File: src/mdf_pkg.sv
package mdf_pkg;

	localparam int unsigned Width = 30;
	localparam logic [Width-1:0] Prime = 30'd998244353;
	localparam logic [Width-1:0] Expo = 30'd998244351;
	localparam int unsigned ExpBits = Width;

	// barrett constant floor(2^60 / prime), fits in 31 bits
	localparam logic [63:0] MuFull = (64'd1 << 60) / 64'd998244353;
	localparam logic [30:0] Mu = MuFull[30:0];

	// one square per exponent bit, one multiply per set bit, one final multiply
	localparam int unsigned PowOps = ExpBits + $countones(Expo);
	localparam int unsigned NumOps = PowOps + 1;
	localparam int unsigned OpStages = 4;

	typedef struct packed {
		logic valid;
		logic err;
		logic [Width-1:0] num;
		logic [Width-1:0] den;
	} side_t;

	// bit k set: op k squares, else multiplies by the denominator (last: numerator)
	function automatic logic [NumOps-1:0] build_sched();
		logic [NumOps-1:0] s;
		int k;
		s = '0;
		k = 0;
		for (int i = ExpBits - 1; i >= 0; i--) begin
			s[k] = 1'b1;
			k++;
			if (Expo[i]) begin
				s[k] = 1'b0;
				k++;
			end
		end
		return s;
	endfunction

	localparam logic [NumOps-1:0] SquareOp = build_sched();

endpackage

File: src/mdf_mulmod.sv
module mdf_mulmod (
	input  logic                    clk,
	input  logic                    arst_n,
	input  logic                    en,
	input  logic [mdf_pkg::Width-1:0] a,
	input  logic [mdf_pkg::Width-1:0] b,
	input  mdf_pkg::side_t          side,
	output logic [mdf_pkg::Width-1:0] r,
	output mdf_pkg::side_t          side_dly
);
	import mdf_pkg::*;

	logic [2*Width-1:0] x_s1;
	side_t side_s1;
	logic [61:0] t_s2;
	logic [31:0] xl_s2;
	side_t side_s2;
	logic [31:0] qp_s3;
	logic [31:0] xl_s3;
	side_t side_s3;
	logic [Width-1:0] r_s4;
	side_t side_s4;

	logic [30:0] q;
	logic [32:0] d0;
	logic [32:0] d1;
	logic [32:0] d2;

	assign q = t_s2[61:31];
	assign d0 = {1'b0, xl_s3 - qp_s3};
	assign d1 = d0 - 33'(Prime);
	assign d2 = d0 - 33'({Prime, 1'b0});

	always_ff @(posedge clk or negedge arst_n) begin
		if (!arst_n) begin
			side_s1.valid <= 1'b0;
			side_s2.valid <= 1'b0;
			side_s3.valid <= 1'b0;
			side_s4.valid <= 1'b0;
		end else if (en) begin
			x_s1 <= (2*Width)'(a) * (2*Width)'(b);
			side_s1 <= side;
			t_s2 <= 62'(x_s1[59:29]) * 62'(Mu);
			xl_s2 <= x_s1[31:0];
			side_s2 <= side_s1;
			qp_s3 <= 32'(q) * 32'(Prime);
			xl_s3 <= xl_s2;
			side_s3 <= side_s2;
			if (!d2[32]) begin
				r_s4 <= d2[Width-1:0];
			end else if (!d1[32]) begin
				r_s4 <= d1[Width-1:0];
			end else begin
				r_s4 <= d0[Width-1:0];
			end
			side_s4 <= side_s3;
		end
	end

	assign r = r_s4;
	assign side_dly = side_s4;

endmodule
File: config.mk
export PLATFORM = sky130hd
export DESIGN_NAME = mdf_mulmod
export DESIGN_NICKNAME = d
export VERILOG_FILES = /design/src/mdf_pkg.sv /design/src/mdf_mulmod.sv
export SDC_FILE = /design/constraint.sdc
export NUM_CORES = 2
export LEC_CHECK = 0
export ABC_AREA = 1
export BUFFER_PORTS_ARGS = -buffer_cell sky130_fd_sc_hd__buf_4
export CAP_MARGIN = 10
export CORE_MARGIN = 2
export CORE_UTILIZATION = 50
export DETAILED_ROUTE_END_ITERATION = 8
export PLACE_DENSITY = 0.67
export SLEW_MARGIN = 20
export SYNTH_ARGS = -nofsm -noshare
export SYNTH_HDL_FRONTEND = slang
export SYNTH_SLANG_ARGS = --single-unit
File: constraint.sdc
create_clock -name clk -period 14.7 [get_ports clk]
set_input_delay 2.94 -clock clk [delete_from_list [all_inputs] [get_ports clk]]
set_output_delay 2.94 -clock clk [all_outputs]
set_load 0.01 [all_outputs]
==> flow_summary.toml <==
[run_status]
status = "complete, no violations"

[routing]
drc_errors = 0
first_pass_iters = 6
antenna_left = 0
vias_per_cell = 5.08
wirelength_um = 160000
wire_per_inst_um = 17.9
drt_iter0_markers = 3480
num_vias = 45394

[setup_path]
crit_required_ns = 15.00
rr_endpoint = "t_s2[60]"
crit_top_cell = "fa_1"
regToRegSetupSlack_ns = 7.26
critPathMaxFanout = 30
crit_path_max_incr_delay_ns = 0.57
r2r_cells = 23
start_kind = "input pin"
setup.worst_path.class = "in -> reg"
cp.arrival_ns = 9.95
cpMaxStageDelayCell = "fa_1"
timing.critical_path.to_type = "register"
r2r-start = "x_s1[37]"

[cells_and_area]
area_growth_pct = 7.04
drive_above_1_share = 0.0482
stdcell_area_um2 = 68900
multi_input_area_um2 = 41800
seq_area_um2 = 13900
nNetsFinal = 9126
fillers = 11649

[clock_tree]
postCtsSetupRepairBufs = 0
cts_hold_buffers = 0
clk_latency_ns = 0.58
cts.root.buffer_cell = "clkbuf_16"
clk_pin_slew_worst_paths_ns = 0.07
htree_num_levels = 2
cts_buffers = 44
cts_buffer_depth = 3
cts_resized = 0
cts.sinks = 465
tritoncts = "yes"

[global_routing]
overflow = 0
grtUsageTotal = 0.250
antenna_found_initial = 4
grt_pass1_wl_um = 258000
grt_max_degree = 210
grt_pass1_vias = 48524

[min_path]
hold_start = "side_s2[15]"
hold_end = "side_s3[15]"
hold_path_class = "reg -> reg"
hold_depth = 0

[floorplanning]
coreArea_um2 = 128000
die-area_um2 = 132000
io_pins = 217
dieHeight_um = 363
rows = 131
start_util = 0.504
chipWidth_um = 363

[place]
dpl_cell_area_um2 = 67400
gp_congestion = 0.999
numPortBuffers = 216
dp_hpwl_um = 131000

[yosys]
synth_edf_count = 461
ys_top_cells_by_area = "fa_1 33%, edfxtp_1 22%, ha_1 14%"
yosysSeqAreaShare = 0.217
synth-adder-area-share = 0.464
synthCells = 7161
synth_warnings = 0
synth_top_area_share = 0.326
ys_types = 47
synth_seq_cells = 465
synth-xor-area-share = 0.0205
avgSynthCellArea_um2 = 8.99
syn_area_um2 = 64400
yosysMostFrequentCell = "inv_1"
synth_top_family_by_area = "adder cells"
synthFlopType = "edfxtp_1"
synth-async-reset-ratio = 0.00860
yosys-top-cells-count = "2,080 x inv_1, 1,623 x nand2_1, 1,048 x fa_1"
synth_compound_area_frac = 0.0337
synthSimpleGateAreaFrac = 0.131
synthesis.nets = 9047
yosys.area.top_type = "fa_1"
synthMuxAreaShare = 0

[timing]
fin_worst_skew_ns = 0.0203
final-setup-viol-count = 0
max_slew_margin = 0.247
hold_viol = 0
worstMarginPinSlew_ns = 1.13
max_freq_mhz = 104
drv_slew = 0
fin_crit_sh = 0.657
grt_setup_unrepaired = "no"
min_period_ns = 9.65
finalSetupTns_ns = 0

[run]
cap_violations = 0
-- how the worst max path moves through the flow --
stage	startpoint	to	slack [ns]	cells past startpoint
global route	b[6]	x_s1[39]	4.72	25
detailed placement	b[6]	x_s1[39]	4.54	25
global placement	b[6]	x_s1[39]	4.55	25
CTS	b[6]	x_s1[39]	5.13	25
floorplan	en	qp_s3[0]	1.74	3
finish	b[6]	x_s1[52]	5.05	26
-- placed cells by master (no fill, tap or decap), types with 5 or more instances in the layout --
master and instances:
inv_1 2079, nand2_1 1623, fa_1 1048, ha_1 713, edfxtp_1 461, nor2_1 249
buf_4 230, a21oi_1 172, nand3_1 126, xor2_1 103, o21ai_0 84, xnor2_1 46
clkbuf_16 45, a31oi_1 43, nand4_1 29, o21ai_1 22, nand2_2 20, nor3_1 18
nor2_2 14, a21o_1 13, o21a_1 12, o21bai_1 11, nor4_1 11, clkbuf_1 9
clkinv_1 8, o211ai_1 7, nand3_2 7, o221ai_1 5, nand3b_1 5
-- cell type report --
| type | count | share of cell area |
|---|---|---|
| well taps | 1662 | 0.0302 |
| multi-input cells | 4415 | 0.607 |
| diodes | 2 | 0.0000726 |
| flip-flops and latches | 465 | 0.202 |
| clock inverters | 26 | 0.00427 |
| repair buffers | 231 | 0.0253 |
| inverters | 2083 | 0.114 |
| clock buffers | 56 | 0.0172 |
-- metrics by stage --
stage	cells	setup WS (ns)	hold WS, ns	util
after floorplan	7161	1.74	0.400	-
after global placement	8856	4.55	0.400	0.528
after detailed placement	8856	4.54	0.405	0.528
after CTS	8938	5.13	0.413	0.540
after global routing	8939	4.72	0.417	0.540
final	8940	5.05	0.413	0.540
-- routing by layer --
metal	wire length, um	part of all wire	global-route usage
met1	69100	0.43	0.339
met4	4780	0.030	0.0750
met2	76500	0.48	0.420
met3	9650	0.060	0.0303
met5	12	0.000075	0
-- state kept, by name, summed over array words and instances, names as in the netlist --
name      cells
side_s1      62
x_s1         60
r            30
side_dly     62
side_s2      62
t_s2         32
xl_s3        32
side_s3      62
qp_s3        32
xl_s2        31
-- cells by family after synthesis --
logic type,Yosys count
AND/OR/NAND/NOR,2117
flip-flops,465
AO/OA/AOI/OAI,387
XOR/XNOR,150
adder cells (fa/ha/maj),1761
buffers and inverters,2281
-- critical path, delay by kind of cell --
family          cells  cell delay, ns
simple gates        7            1.16
xor+xnor            1            0.11
compound gates      3            0.60
fa+ha+maj           9            4.47
buf+inv             6            0.62
Power is left out: the tool's default activity adds up to more than one toggle a clock period on the data nets, which glitch-free logic cannot reach.
